**src/hw/rtl/plt_pkg.sv**
```systemverilog
// shared types and constants for the palette interpolating lookup
// no dependencies; used by every module of the block and by its checker
package plt_pkg;

    localparam int MAX_ENTRIES_DEF = 256;

    // input and result channel widths
    localparam int IDX_W   = 32;
    localparam int RGB_W   = 24;
    localparam int S_DATA_W = 56;
    localparam int M_DATA_W = 24;

    localparam logic [RGB_W-1:0] WHITE = 24'hFF_FFFF;

    // modulo unit: 23-bit entry number padded to 24, two quotient bits a cycle
    localparam int DIV_BITS  = 24;
    localparam int DIV_RADIX = 2;
    localparam int DIV_STEPS = DIV_BITS / DIV_RADIX;
    localparam int DIV_CNT_W = $clog2(DIV_STEPS + 1);

    typedef enum logic [1:0] {
        CMD_APPEND = 2'd0,
        CMD_CHANGE = 2'd1,
        CMD_LOOKUP = 2'd2,
        CMD_GET    = 2'd3
    } cmd_t;

    typedef enum logic [1:0] {
        ST_OK    = 2'd0,
        ST_EMPTY = 2'd1,
        ST_RANGE = 2'd2,
        ST_FULL  = 2'd3
    } status_t;

endpackage

```
**src/hw/rtl/plt_mod.sv**
```systemverilog
// serial remainder unit: dividend modulo palette entry count, radix 4
// depends on plt_pkg for the dividend width and step count
module plt_mod #(
    parameter int CW = 9
) (
    input  logic                          aclk,
    input  logic                          aresetn,
    input  logic                          start,
    input  logic [plt_pkg::DIV_BITS-1:0]  dividend,
    input  logic [CW-1:0]                 divisor,
    output logic                          done,
    output logic [CW-1:0]                 rem
);

    logic                          busy_reg;
    logic [plt_pkg::DIV_CNT_W-1:0] cnt_reg;
    logic [plt_pkg::DIV_BITS-1:0]  shift_reg;
    logic [CW-1:0]                 rem_reg;
    logic [CW-1:0]                 div_reg;
    logic [CW-1:0]                 rem_next;

    // two restoring steps; remainder stays below the divisor
    always_comb begin
        logic [CW:0] t;
        rem_next = rem_reg;
        for (int i = 0; i < plt_pkg::DIV_RADIX; i++) begin
            t = {rem_next, shift_reg[plt_pkg::DIV_BITS-1-i]};
            if (t >= {1'b0, div_reg}) begin
                t = t - {1'b0, div_reg};
            end
            rem_next = t[CW-1:0];
        end
    end

    always_ff @(posedge aclk) begin
        if (!aresetn) begin
            busy_reg <= 1'b0;
            cnt_reg  <= '0;
        end else if (start) begin
            busy_reg  <= 1'b1;
            cnt_reg   <= plt_pkg::DIV_CNT_W'(plt_pkg::DIV_STEPS);
            shift_reg <= dividend;
            div_reg   <= divisor;
            rem_reg   <= '0;
        end else if (busy_reg) begin
            if (cnt_reg != '0) begin
                cnt_reg   <= cnt_reg - plt_pkg::DIV_CNT_W'(1);
                shift_reg <= shift_reg << plt_pkg::DIV_RADIX;
                rem_reg   <= rem_next;
            end else begin
                busy_reg <= 1'b0;
            end
        end
    end

    assign done = busy_reg && (cnt_reg == '0);
    assign rem  = rem_reg;

endmodule

```
**config.mk**
```make
export PLATFORM = sky130hd
export DESIGN_NAME = plt_mod
export DESIGN_NICKNAME = d
export VERILOG_FILES = /design/src/hw/rtl/plt_pkg.sv /design/src/hw/rtl/plt_mod.sv
export SDC_FILE = /design/constraint.sdc
export NUM_CORES = 1
export LEC_CHECK = 0
export BUFFER_PORTS_ARGS = -buffer_cell sky130_fd_sc_hd__buf_2
export CAP_MARGIN = 20
export CORE_ASPECT_RATIO = 0.7
export CORE_MARGIN = 1.5
export CORE_UTILIZATION = 35
export DETAILED_ROUTE_END_ITERATION = 6
export GPL_ROUTABILITY_DRIVEN = 1
export PLACE_DENSITY_LB_ADDON = 0.15
export SLEW_MARGIN = 10
export SYNTH_ARGS = -nofsm -noshare
export SYNTH_HDL_FRONTEND = slang
export SYNTH_SLANG_ARGS = --single-unit
```
**constraint.sdc**
```tcl
create_clock -name aclk -period 3.4 [get_ports aclk]
set_input_delay 0.34 -clock aclk [delete_from_list [all_inputs] [get_ports aclk]]
set_output_delay 0.34 -clock aclk [all_outputs]
set_load 0.02 [all_outputs]
```
==> results_dict.tcl <==
set metrics [dict create \
    dieWidth_um 113 \
    antennaDiodeCount 0 \
    ys_seq_area_share_pct 45.8 \
    drv_slew 0 \
    setup_viol 8 \
    io_pins 46 \
    cp_slowest_cell "edfxtp_1" \
    grt_pass1_wl_um 10800 \
    worstPathArrival_ns 3.50 \
    fin_crit_sh_pct 102 \
    largest_reg_flops 24 \
    viasPerCell 5.07 \
    grt_pass1_vias 2129 \
    slew_headroom_pct 62.8 \
    whs_path_depth 1 \
    initial_utilization_pct 37.0 \
    final.min_clock_period_ns 3.46 \
    max-cap-violations 0 \
    wl_um 7120 \
    area_delta_synth_final_pct 40.6 \
    power_density_mw_per_mm2 747 \
    clock_sinks 47 \
    synthTopCellsByArea "edfxtp_1 (42%), mux2_2 (9.9%), ha_1 (8.4%)" \
    grt_start_max_net_pins 28 \
    rsz0062_at_grt "true" \
    violations "setup timing" \
    cp.required_ns 3.44 \
    drt_iter0_drc 91 \
    die_area_mm2 0.00906 \
    reg2regPathDepth 14 \
    max_stage_delay_ns 0.46 \
    rows 27 \
    synth_edf_count 42 \
    drc_errors 0 \
    fill_cells 729 \
    min_path_type "in2reg" \
    core_mm2 0.00804 \
    path_class "reg2reg" \
    final_hold_viol_count 0 \
    syn_area_per_cell_um2 11.8 \
    cp-start-kind "flop" \
    setup-tns-final_ns -0.277 \
    postPlaceCellArea_mm2 0.00382 \
    vdd_drop_max_mv 0.328 \
    whs_ns 0.225 \
    synthArstFlopShare_pct 0 \
    path_max_fanout 6 \
    fmax_ghz 0.289 \
    dpl_worst_slack_ns -0.103 \
    place.gp.congestion 0.866 \
    netlist.area_leader.share_pct 42.4 \
    die_h_um 80.1 \
    setup_ws_ns -0.0629 \
    clk_pin_slew_worst_paths_ns 0.06 \
    drive_above_1_share_pct 51.9 \
    holdBufCountCts 0 \
    end_kind "flop" \
    fin_nets 408 \
    status "finished with violations" \
    synth_nets 309 \
    p_leak_nw 1.73 \
    numCtsBuffers 5 \
    cts_tree "done" \
    clock_skew_ns 0.00457 \
    netlist_area_mm2 0.00297 \
    dr.pass1.iters 4 \
    synth_warnings 0 \
    grt_usage_pct 15.5 \
    synth.distinct_cells 56 \
    p_total_mw 3.12 \
    via_count 2290 \
    synthCells 251 \
    dp_hpwl_um 5470 \
    antenna_found_initial 0 \
    yosysMostFrequentCell "edfxtp_1" \
    postRouteAntennaNets 0 \
    wl_per_cell_um 15.8 \
    grt.overflow.total 0 \
    ys.flop_type "edfxtp_1" \
    htreeDepth 2 \
    synth_commonest_cells "edfxtp_1 (42), mux2_2 (26), nor2_1 (23), ha_1 (20), inv_1 (15)" \
    crit_chain "ha_4, inv_2, fa_2, nand3_2, and3_4, o211ai_4, mux2_4, ha_4, a211oi_2, nor3b_2, o31ai_4, o211ai_4, clkbuf_16, a22o_1" \
    tightest_slew_ns 0.558 \
    ys_seq_elements 47 \
    cts-root-buf "clkbuf_16" \
    yosysTopAreaCell "edfxtp_1" \
    worstSkewPairLatency_ns 0.29 \
    design_area_mm2 0.00418 \
    io_buffers 45 \
    cts_buffer_depth 2 \
]
-- metal layers --
layer  track usage, %  wire length, um  up-vias
met1             23.6             3850     1097
met3             3.92              240        5
met5                0                0        -
met4             2.63               39        0
met2             22.4             2990       35
li1                 -                -     1153
-- power breakdown --
| group | total (mW) | internal (mW) | switching (mW) |
|---|---|---|---|
| logic | 1.89 | 0.992 | 0.896 |
| registers | 0.757 | 0.719 | 0.0378 |
| clock network | 0.475 | 0.271 | 0.203 |
-- repair_timing --
item / 4_1_cts / 5_1_grt
gates cloned: 0 / 1
pin swaps: 1 / 16
setup endpoints to repair: 9 / 9
setup buffers: 0 / 4
gates resized for setup: 4 / 27
-- layout by cell type (no fill, tap or decap), drive strengths merged, types with 4 or more instances in the layout --
master,Yosys,layout
mux2i,6,6
nand3,7,7
a21oi,11,11
nor3,7,7
clkbuf,3,7
dfxtp,5,5
mux2,26,26
a21o,5,5
o21ai,4,4
o21a,6,6
and2,4,4
nand2b,6,6
a211oi,6,6
edfxtp,42,42
buf,5,99
nor2,23,23
ha,20,20
inv,15,15
nand4,4,4
-- critical path, delay by kind of cell, from the launching register on --
family                     cells  cell delay, ns
AOI/OAI and AO/OA              5            1.14
and+or+nand+nor                3            0.36
muxes                          1            0.35
adders and majority gates      3            0.66
DFF                            1            0.46
buffers and inverters          2            0.25
-- kinds of logic (layout without fill, tap and decap cells) --
group	after synthesis	in the layout	share of synthesized area [%]
adder cells (fa/ha/maj)	22	22	9.77
flip-flops	47	47	45.8
multiplexers	32	32	11.9
XOR/XNOR	6	6	1.77
AO/OA/AOI/OAI	53	53	14.9
AND/OR/NAND/NOR	68	68	12.3
buffers and inverters	23	123	3.49
-- stage by stage --
step	utilization, %	std cells
final	52.0	452
after global placement	47.5	439
after CTS	49.4	447
after global routing	52.0	452
after floorplan	-	251
after detailed placement	47.5	439
-- path summary, 6_finish.rpt --
check / startpoint / slack, ns / to
setup reg to reg: div_reg[0]$_DFFE_PP_ / -0.06 / rem[8]$_SDFFCE_PP0P_
hold reg to reg: cnt_reg[1]$_SDFFE_PP0P_ / 0.51 / cnt_reg[1]$_SDFFE_PP0P_
setup / recovery: div_reg[0]$_DFFE_PP_ / -0.06 / rem[8]$_SDFFCE_PP0P_
hold / removal: divisor[3] / 0.22 / div_reg[3]$_DFFE_PP_
-- area by class of cell --
type / count / area (um2) / area share (%)
multi-input cells: 181 / 1820 / 43.7
clock inverters: 2 / 12.5 / 0.299
flip-flops and latches: 47 / 1360 / 32.6
repair buffers: 100 / 668 / 16.0
inverters: 15 / 56.3 / 1.35
well taps: 101 / 126 / 3.02
clock buffers: 6 / 129 / 3.08
No activity file was read; power rests on OpenSTA's default activity.
