`src/hw/rtl/plt_pkg.sv`:
```
// shared types and constants for the palette interpolating lookup
// no dependencies; used by every module of the block and by its checker
package plt_pkg;

    localparam int MAX_ENTRIES_DEF = 256;

    // input and result channel widths
    localparam int IDX_W   = 32;
    localparam int RGB_W   = 24;
    localparam int S_DATA_W = 56;
    localparam int M_DATA_W = 24;

    localparam logic [RGB_W-1:0] WHITE = 24'hFF_FFFF;

    // modulo unit: 23-bit entry number padded to 24, two quotient bits a cycle
    localparam int DIV_BITS  = 24;
    localparam int DIV_RADIX = 2;
    localparam int DIV_STEPS = DIV_BITS / DIV_RADIX;
    localparam int DIV_CNT_W = $clog2(DIV_STEPS + 1);

    typedef enum logic [1:0] {
        CMD_APPEND = 2'd0,
        CMD_CHANGE = 2'd1,
        CMD_LOOKUP = 2'd2,
        CMD_GET    = 2'd3
    } cmd_t;

    typedef enum logic [1:0] {
        ST_OK    = 2'd0,
        ST_EMPTY = 2'd1,
        ST_RANGE = 2'd2,
        ST_FULL  = 2'd3
    } status_t;

endpackage

```
`src/hw/rtl/plt_blend.sv`:
```
// per-channel linear blend of two palette colours by an 8-bit fraction
// depends on plt_pkg for the colour width; result is registered
module plt_blend (
    input  logic                       aclk,
    input  logic [plt_pkg::RGB_W-1:0]  c1,
    input  logic [plt_pkg::RGB_W-1:0]  c2,
    input  logic [7:0]                 frac,
    output logic [plt_pkg::RGB_W-1:0]  rgb
);

    // a*(256-f) + b*f never exceeds 255*256, so bits 15:8 are the floor
    function automatic logic [7:0] blend_ch(input logic [7:0] a, input logic [7:0] b,
                                            input logic [7:0] f);
        logic [8:0]  wa;
        logic [16:0] num;
        wa  = 9'd256 - {1'b0, f};
        num = 17'(a) * 17'(wa) + 17'(b) * 17'(f);
        return num[15:8];
    endfunction

    logic [plt_pkg::RGB_W-1:0] rgb_reg;

    always_ff @(posedge aclk) begin
        rgb_reg <= {blend_ch(c1[23:16], c2[23:16], frac),
                    blend_ch(c1[15:8],  c2[15:8],  frac),
                    blend_ch(c1[7:0],   c2[7:0],   frac)};
    end

    assign rgb = rgb_reg;

endmodule

```
`config.mk`:
```
export PLATFORM = sky130hd
export DESIGN_NAME = plt_blend
export DESIGN_NICKNAME = d
export VERILOG_FILES = /design/src/hw/rtl/plt_pkg.sv /design/src/hw/rtl/plt_blend.sv
export SDC_FILE = /design/constraint.sdc
export NUM_CORES = 1
export LEC_CHECK = 0
export ABC_AREA = 1
export BUFFER_PORTS_ARGS = -buffer_cell sky130_fd_sc_hd__buf_2
export CELL_PAD_IN_SITES_DETAIL_PLACEMENT = 1
export CELL_PAD_IN_SITES_GLOBAL_PLACEMENT = 2
export CORE_UTILIZATION = 34
export CTS_BUF_LIST = sky130_fd_sc_hd__clkbuf_16
export CTS_CLUSTER_DIAMETER = 80
export DETAILED_ROUTE_END_ITERATION = 8
export PLACE_DENSITY = 0.75
export SKIP_LAST_GASP = 1
export SYNTH_ARGS = -nofsm -noshare
export SYNTH_HDL_FRONTEND = slang
export SYNTH_SLANG_ARGS = --single-unit
```
`constraint.sdc`:
```
create_clock -name aclk -period 6.8 [get_ports aclk]
set_clock_uncertainty 0.2 [all_clocks]
set_input_delay 1.02 -clock aclk [delete_from_list [all_inputs] [get_ports aclk]]
set_output_delay 1.02 -clock aclk [all_outputs]
set_load 0.05 [all_outputs]
```
==> parameters.txt, run 1 <==
Parameter                              Value

Global routing
  Remaining global-route overflow    0
  Vias in the first global route    13.7k
  Wire length of the first global-routing pass    72100 um
  Largest net degree at the start of global routing    32
  Number of antenna violations at the first check in global routing    2
  GRT Util Overall    0.209

Synthesis
  Number of cells produced by synthesis    2020
  Share of the yosys chip area belonging to registers    0.0325
  Synth async-reset ratio    0
  Count of distinct cell types in the synthesized netlist    32
  Commonest register cell after synthesis    dfxtp_1
  Cell area after synthesis    14800 um^2
  Synth Warn #    0
  Number of synthesized flops with an enable pin    0
  Flip-flop and latch count after synthesis    24
  Syn Area/Cell    7.32 um^2
  Syn_nets    2558

Floorplan
  Initial core utilization    0.344
  Chip width    211 um
  Die outline height    211 um
  Total Die Area    44300 um^2
  Site Rows    76
  Number of placed I/O pins    81
  Core region area    43000 um^2

Worst setup path
  Max FO, Critical Path    4
  Nature of the critical path startpoint    input port
  Delay of the slowest cell on the worst path    550 ps
  Buffers & Inverters on Critical Path    8
  Largest delay share family, worst path    adder cells
  Slowest cell on the critical path    fa_1
  Data arrival time of the critical path    6570 ps
  Cell repeated most along the worst path    fa_1
  Req. time, crit path    6800 ps
  Critical path capture point type    register
  Critical setup path kind    in -> reg

Detailed routing
  Via count    12.2k
  Final WL    43600 um
  Remaining antenna violation count after routing    0
  DRC Markers    0
  Initial DRC count    434
  Number of vias per cell    4.51
  Average wire length per cell after detail routing    16.1 um
  First drt pass iteration count    5

CTS
  CTS root buffer    clkbuf_16
  Maximum clock path buffer count    2
  Inserted Clock Buffers    3
  CTS sink cnt    24
  Max H-tree Level    1
  Clock slew at reported path FFs    90 ps
  CTS tree    done

Placed design
  Port Buf Inserts    80
  Routability-driven placement congestion ratio    0.860
  Detailed placement HPWL    38700 um
  Cell count after placement    2700
  Total placed instance area    16300 um^2

STA
  Final worst-path cycle share    0.966
  Relative max-transition margin    0.713
  Min Clock Period, post-route    6570 ps
  Max Clock Freq    152 MHz
  Fin. max-slew vios    0
  Worst hold slack across all endpoints    1180 ps
  RSZ-0062 raised after global routing    true
  Measured slew at the worst slew-check pin    430 ps
  Final-report setup violation count    0
  Number of failing hold endpoints at the final stage    0

Run status
  Outcome    completed

Run
  Total of max-cap violations    0

Finish
  Utilization after layout    0.387
  Finished layout cell area    16600 um^2
  Layout filler cell count    5455
  Flip-flop count of the largest register, all copies and words added    24
  Area growth from synthesis to final layout    12.6%
  Ratio of cells with drive above 1 in the final layout    0.105
  Number of standard cells in the layout, taps in and fillers out    2710
  Post-layout net count    2663

Worst hold path
  Hold Crit Class    in -> reg
cell families (layout without fill, tap and decap cells):
family                   Yosys count  in the layout  synth area share
other                              0              1                 0
AO/OA/AOI/OAI                     66             66            0.0239
XOR/XNOR                           9              9           0.00533
adder cells (fa/ha/maj)          481            481             0.559
AND/OR/NAND/NOR                  706            706             0.189
buffers and inverters            734            838             0.190
flip-flops                        24             24            0.0325
cell usage after synthesis (16+ instances only):
master	instances	area (um^2)
inv_1	652	2450
nand2_1	499	1870
fa_1	300	6010
ha_1	181	2260
nor2_1	134	503
clkbuf_1	40	150
nand3_1	39	195
a21oi_1	36	180
dfxtp_1	24	480
o21ai_0	19	95.1
clkbuf_2	16	80.1
what timing repair did:
| action | 4_1_cts | 5_1_grt |
|---|---|---|
| setup buffers | 0 | 5 |
| gates resized for setup | 0 | 42 |
| setup endpoints to repair | 0 | 21 |
| hold buffers | 0 | 0 |
through the flow:
stage,setup slack [ps],setup TNS (ps)
floorplan,5.54,0
global placement,-155,-1350
detailed placement,-252,-3510
CTS,63.4,0
global route,-73.3,-169
finish,229,0
cells in the final DEF, fill, tap and decap left out, types with 2 or more instances in the layout:
| cell | netlist | final |
|---|---|---|
| o21bai_1 | 4 | 3 |
| inv_2 | 4 | 2 |
| nor3_2 | 1 | 2 |
| buf_12 | 0 | 5 |
| and2_1 | 2 | 2 |
| a21o_1 | 5 | 5 |
| clkbuf_16 | 0 | 3 |
| nand3_1 | 39 | 38 |
| xnor2_1 | 4 | 3 |
| xor2_1 | 5 | 5 |
| buf_4 | 3 | 90 |
| nand2_1 | 499 | 494 |
| nor2_2 | 0 | 2 |
| ha_4 | 0 | 5 |
| nand3b_1 | 4 | 4 |
| nand2_2 | 5 | 10 |
| dfxtp_1 | 24 | 24 |
| o21ai_1 | 2 | 6 |
| nor2_1 | 134 | 132 |
| o21ai_0 | 19 | 15 |
| nor4_2 | 0 | 2 |
| fa_1 | 300 | 299 |
| inv_1 | 652 | 652 |
| nor3_1 | 6 | 4 |
| nand4_1 | 10 | 10 |
| buf_2 | 10 | 80 |
| ha_1 | 181 | 175 |
| a21oi_2 | 0 | 10 |
| a21oi_1 | 36 | 26 |
per-layer routing:
layer	share of wire	track usage	up-vias
met2	0.51	0.376	125
li1	-	-	5876
met1	0.45	0.274	6190
met3	0.021	0.0140	28
met5	0	0	-
met4	0.017	0.0462	0
worst paths after layout:
check,to,cells past startpoint,from,slack [ps]
min,rgb[4],6,c2[0],1180
max,rgb[7],28,frac[0],230
final cells by class:
type | count | area (um^2) | share of cell area
diodes | 1 | 2.50 | 0.000150
clock buffers | 3 | 75.1 | 0.00451
clock inverters | 1 | 30.0 | 0.00180
inverters | 658 | 2480 | 0.149
multi-input cells | 1262 | 11700 | 0.700
flip-flops and latches | 24 | 480 | 0.0289
well taps | 585 | 732 | 0.0440
repair buffers | 176 | 1190 | 0.0713
Power of run 1 is not shown: default switching activity piles up to over one toggle a cycle in this logic, so the estimate is an artifact.
==> inputs of run 2 (changes only) <==
--- a/config.mk
+++ b/config.mk
@@ -7,13 +7,11 @@
 export LEC_CHECK = 0
 export ABC_AREA = 1
 export BUFFER_PORTS_ARGS = -buffer_cell sky130_fd_sc_hd__buf_2
-export CELL_PAD_IN_SITES_DETAIL_PLACEMENT = 1
-export CELL_PAD_IN_SITES_GLOBAL_PLACEMENT = 2
-export CORE_UTILIZATION = 34
+export CORE_UTILIZATION = 59
 export CTS_BUF_LIST = sky130_fd_sc_hd__clkbuf_16
 export CTS_CLUSTER_DIAMETER = 80
 export DETAILED_ROUTE_END_ITERATION = 8
-export PLACE_DENSITY = 0.75
+export PLACE_DENSITY = 0.76
 export SKIP_LAST_GASP = 1
 export SYNTH_ARGS = -nofsm -noshare
 export SYNTH_HDL_FRONTEND = slang
==> run 2 against run 1 <==
Net effect:
- non-clock buffer count down 15
- worst setup slack better by 41 ps
- global-route usage grew 9.0 points
- critical endpoint is now rgb[6]
==> parameters.txt, run 2 (synthesized netlist as in run 1, its figures left out) <==
Parameter                              Value

Worst setup path
  Cell repeated most along the worst path    fa_1 (unchanged)
  Nature of the critical path startpoint    input port (unchanged)
  Delay of the slowest cell on the worst path    540 ps (was 550 ps)
  Largest delay share family, worst path    adder cells (unchanged)
  Slowest cell on the critical path    fa_1 (unchanged)
  Critical setup path kind    in -> reg (unchanged)
  Max FO, Critical Path    4 (unchanged)
  Buffers & Inverters on Critical Path    8 (unchanged)
  Data arrival time of the critical path    6510 ps (was 6570 ps)
  Critical path capture point type    register (unchanged)
  Req. time, crit path    6780 ps (was 6800 ps)

Finish
  Leading cell types in the layout, fill and taps excluded    inv_1, nand2_1, fa_1 (unchanged)
  Utilization after layout    0.659 (was 0.387)
  Flip-flop count of the largest register, all copies and words added    24 (unchanged)
  Post-layout net count    2648 (was 2663)
  Most common cell after layout, fill and taps aside    inv_1 (unchanged)
  Ratio of cells with drive above 1 in the final layout    0.0948 (was 0.105)
  Area growth from synthesis to final layout    9.01% (was 12.6%)
  Layout filler cell count    2167 (was 5455)

STA
  Final worst-path cycle share    0.960 (was 0.966)
  Worst hold slack across all endpoints    1160 ps (was 1180 ps)
  Number of failing hold endpoints at the final stage    0 (unchanged)
  Fin. max-slew vios    0 (unchanged)
  Relative max-transition margin    0.702 (was 0.713)
  Max Clock Freq    153 MHz (was 152 MHz)
  Final-report setup violation count    0 (unchanged)
  Min Clock Period, post-route    6530 ps (was 6570 ps)
  Measured slew at the worst slew-check pin    448 ps (was 430 ps)

Floorplan
  Die outline height    160 um (was 211 um)
  Site Rows    57 (was 76)
  Chip width    160 um (was 211 um)
  Initial core utilization    0.604 (was 0.344)
  Number of placed I/O pins    81 (unchanged)
  Core region area    24500 um^2 (was 43000 um^2)
  Total Die Area    25700 um^2 (was 44300 um^2)

Detailed routing
  Via count    12.4k (was 12.2k)
  Initial DRC count    709 (was 434)
  Remaining antenna violation count after routing    0 (unchanged)
  Average wire length per cell after detail routing    14.7 um (was 16.1 um)
  DRC Markers    0 (unchanged)
  Final WL    35700 um (was 43600 um)
  First drt pass iteration count    6 (was 5)
  Number of vias per cell    5.11 (was 4.51)

Placed design
  Port Buf Inserts    80 (unchanged)
  Routability-driven placement congestion ratio    0.968 (was 0.860)
  Detailed placement HPWL    31000 um (was 38700 um)

CTS
  Number of buffers inserted for hold repair after clock tree synthesis    0 (unchanged)
  PostCTS Resize Cnt    0 (unchanged)
  CTS root buffer    clkbuf_16 (unchanged)
  Clock slew at reported path FFs    100 ps (was 90 ps)
  Max H-tree Level    1 (unchanged)
  Inserted Clock Buffers    3 (unchanged)
  CTS tree    done (unchanged)
  Number of buffers added for setup after CTS    0 (unchanged)
  CTS sink cnt    24 (unchanged)
  Maximum clock path buffer count    2 (unchanged)

Global routing
  Wire length of the first global-routing pass    61300 um (was 72100 um)
  Largest net degree at the start of global routing    37 (was 32)
  Vias in the first global route    13.1k (was 13.7k)
  GRT Util Overall    0.299 (was 0.209)
  Remaining global-route overflow    0 (unchanged)
  Number of antenna violations at the first check in global routing    3 (was 2)

Worst hold path
  Hold Crit Class    in -> reg (unchanged)

Run
  Total of max-cap violations    0 (unchanged)

Run status
  Outcome    completed (unchanged)
[run 2: cell types whose count changed in the layout (fill, tap and decap cells not counted), moves of 3 or more]
| cell | previous run | this run |
|---|---|---|
| a21oi_2 | 10 | 7 |
| a21oi_1 | 26 | 29 |
| buf_12 | 5 | 2 |
| buf_4 | 90 | 78 |
[run 2: layer usage]
layer / GRT usage / up-vias / routed length, um
met5: 0 / - / 28
met4: 0.106 / 4 / 1360
met3: 0.0511 / 99 / 2590
met2: 0.525 / 447 / 17600
met1: 0.372 / 6039 / 14100
li1: - / 5850 / -
[run 2: layout make-up]
class	count	area [um^2]	share of cell area
Timing Repair Buffer	161	1040	0.0643
Sequential cell	24	480	0.0298
Multi-Input combinational cell	1262	11600	0.720
Antenna cell	1	2.50	0.000155
Clock buffer	3	75.1	0.00466
Tap cell	324	405	0.0251
Clock inverter	1	30.0	0.00186
Inverter	658	2480	0.154
[run 2: final timing paths]
check	startpoint	endpoint	slack [ps]	cells past startpoint
min	c2[8]	rgb[12]	1160	6
max	frac[0]	rgb[6]	270	27
[run 2: metrics by stage]
stage	area (um^2)	instances	setup WS (ps)	setup TNS, ps
final	16100	2434	270	0
after detailed placement	15900	2429	-102	-459
after floorplan	14800	2020	5.54	0
after CTS	16000	2433	165	0
after global placement	15900	2429	-84.9	-114
after global routing	16100	2434	-9.91	-38.8
Power of run 2 is left out for the same reason.
==> inputs of run 3 (changes only) <==
--- a/config.mk
+++ b/config.mk
@@ -7,11 +7,11 @@
 export LEC_CHECK = 0
 export ABC_AREA = 1
 export BUFFER_PORTS_ARGS = -buffer_cell sky130_fd_sc_hd__buf_2
-export CORE_UTILIZATION = 59
+export CORE_UTILIZATION = 60
 export CTS_BUF_LIST = sky130_fd_sc_hd__clkbuf_16
 export CTS_CLUSTER_DIAMETER = 80
 export DETAILED_ROUTE_END_ITERATION = 8
-export PLACE_DENSITY = 0.76
+export PLACE_DENSITY = 0.75
 export SKIP_LAST_GASP = 1
 export SYNTH_ARGS = -nofsm -noshare
 export SYNTH_HDL_FRONTEND = slang
==> constraint.sdc (replaced) <==
create_clock -name aclk -period 6.2 [get_ports aclk]
set_clock_uncertainty 0.2 [all_clocks]
set_input_delay 0.93 -clock aclk [delete_from_list [all_inputs] [get_ports aclk]]
set_output_delay 0.93 -clock aclk [all_outputs]
set_load 0.05 [all_outputs]
==> run 3 against run 2 <==
Net effect:
- the run now ends with negative setup slack left
- clock-buffer cell count is the same
- flip-flop and latch count unchanged
- via count rose by 3.0%
- worst setup slack got worse by 330 ps
- core utilization grew 5.4 points
- critical endpoint is now rgb[23]
==> parameters.txt, run 3 (synthesized netlist as in run 1, its figures left out) <==
Parameter                              Value

Run status
  Outcome    complete, but fails checks (was completed)
  Violated checks    negative setup slack

STA
  Final worst-path cycle share    1.01
  Max Clock Freq    160 MHz
  Worst setup slack after layout    -58.4 ps (was 270 ps)
  Min Clock Period, post-route    6260 ps
  RSZ-0062 raised after global routing    true
  Fin. max-slew vios    0 (unchanged)
  Number of failing hold endpoints at the final stage    0 (unchanged)
  Measured slew at the worst slew-check pin    476 ps (was 448 ps)
  Worst hold slack across all endpoints    1070 ps (was 1160 ps)
  Final-report setup violation count    4 (was 0)
  Relative max-transition margin    0.683 (was 0.702)

CTS
  CTS root buffer    clkbuf_16 (unchanged)
  CTS sink cnt    24 (unchanged)
  Number of buffers inserted for hold repair after clock tree synthesis    0 (unchanged)
  Max H-tree Level    1 (unchanged)
  Clock slew at reported path FFs    90 ps (was 100 ps)
  Maximum clock path buffer count    2 (unchanged)
  CTS tree    done (unchanged)
  Inserted Clock Buffers    3 (unchanged)

Floorplan
  Chip width    159 um (was 160 um)
  Initial core utilization    0.610 (was 0.604)
  Site Rows    57 (unchanged)
  Core region area    24200 um^2 (was 24500 um^2)
  Die outline height    159 um (was 160 um)
  Total Die Area    25300 um^2 (was 25700 um^2)
  Number of placed I/O pins    81 (unchanged)

Worst setup path
  Critical path capture point type    register (unchanged)
  Data arrival time of the critical path    6250 ps (was 6510 ps)
  Cell repeated most along the worst path    fa_1 (unchanged)
  Req. time, crit path    6190 ps (was 6780 ps)
  Buffers & Inverters on Critical Path    9 (was 8)
  Delay of the slowest cell on the worst path    560 ps (was 540 ps)
  Slowest cell on the critical path    fa_1 (unchanged)
  Largest delay share family, worst path    adder cells (unchanged)
  Max FO, Critical Path    10 (was 4)
  Critical setup path kind    in -> reg (unchanged)
  Nature of the critical path startpoint    input port (unchanged)

Global routing
  Remaining global-route overflow    0 (unchanged)
  Largest net degree at the start of global routing    37 (unchanged)
  Wire length of the first global-routing pass    64100 um (was 61300 um)
  Vias in the first global route    13.6k (was 13.1k)
  Number of antenna violations at the first check in global routing    4 (was 3)
  GRT Util Overall    0.318 (was 0.299)

Detailed routing
  Number of vias per cell    5.16 (was 5.11)
  DRC Markers    0 (unchanged)
  First drt pass iteration count    7 (was 6)
  Average wire length per cell after detail routing    15.6 um (was 14.7 um)
  Via count    12.8k (was 12.4k)
  Final WL    38800 um (was 35700 um)
  Initial DRC count    749 (was 709)
  Remaining antenna violation count after routing    0 (unchanged)

Run
  Total of max-cap violations    0 (unchanged)

Placed design
  Worst slack after detailed placement    -413 ps (was -102 ps)
  Port Buf Inserts    80 (unchanged)
  Routability-driven placement congestion ratio    0.915 (was 0.968)
  Detailed placement HPWL    32200 um (was 31000 um)
  Cell count after placement    2452 (was 2429)

Finish
  Most common cell after layout, fill and taps aside    inv_1 (unchanged)
  Area growth from synthesis to final layout    16.9% (was 9.01%)
  Post-layout net count    2695 (was 2648)
  Leading cell types in the layout, fill and taps excluded    inv_1, nand2_1, fa_1 (unchanged)
  Flip-flop count of the largest register, all copies and words added    24 (unchanged)
  Ratio of cells with drive above 1 in the final layout    0.177 (was 0.0948)
  Number of standard cells in the layout, taps in and fillers out    2484 (was 2434)
  Utilization after layout    0.713 (was 0.659)

Worst hold path
  Hold Crit Class    in -> reg (unchanged)
[run 3: area by class of cell]
cell class | count | area (um^2)
Multi-Input combinational cell | 1262 | 12300
Tap cell | 324 | 405
Timing Repair Buffer | 208 | 1520
Clock inverter | 1 | 30.0
Clock buffer | 3 | 75.1
Fill cell | 1958 | 6960
Inverter | 658 | 2490
Antenna cell | 4 | 10.0
Sequential cell | 24 | 480
[run 3: routing by layer]
metal,part of all wire,vias up,GRT usage
li1,-,5954,-
met1,0.39,6218,0.400
met2,0.49,522,0.549
met3,0.080,113,0.0508
met4,0.038,0,0.126
met5,0,-,0
[run 3: worst paths after layout]
| kind | start | cells past startpoint | slack, ps | end |
|---|---|---|---|---|
| setup / recovery | frac[0] | 26 | -60 | rgb[23] |
| hold / removal | c1[23] | 6 | 1070 | rgb[23] |
[run 3: through the flow]
stage               instance area [um^2]  TNS (ps)
floorplan                          15200     -3300
global placement                   16500     -5450
detailed placement                 16500     -7140
CTS                                16700    -0.774
global route                       17300     -3270
finish                             17300     -92.2
[run 3: timing repair]
| item | in CTS | in global routing |
|---|---|---|
| pin swaps | 14 | 70 |
| cloned | 0 | 1 |
| buffers inserted | 3 | 20 |
| hold endpoints to repair | 0 | 0 |
| setup endpoints to repair | 19 | 24 |
| resized for setup | 16 | 118 |
Power of run 3 is left out for the same reason.
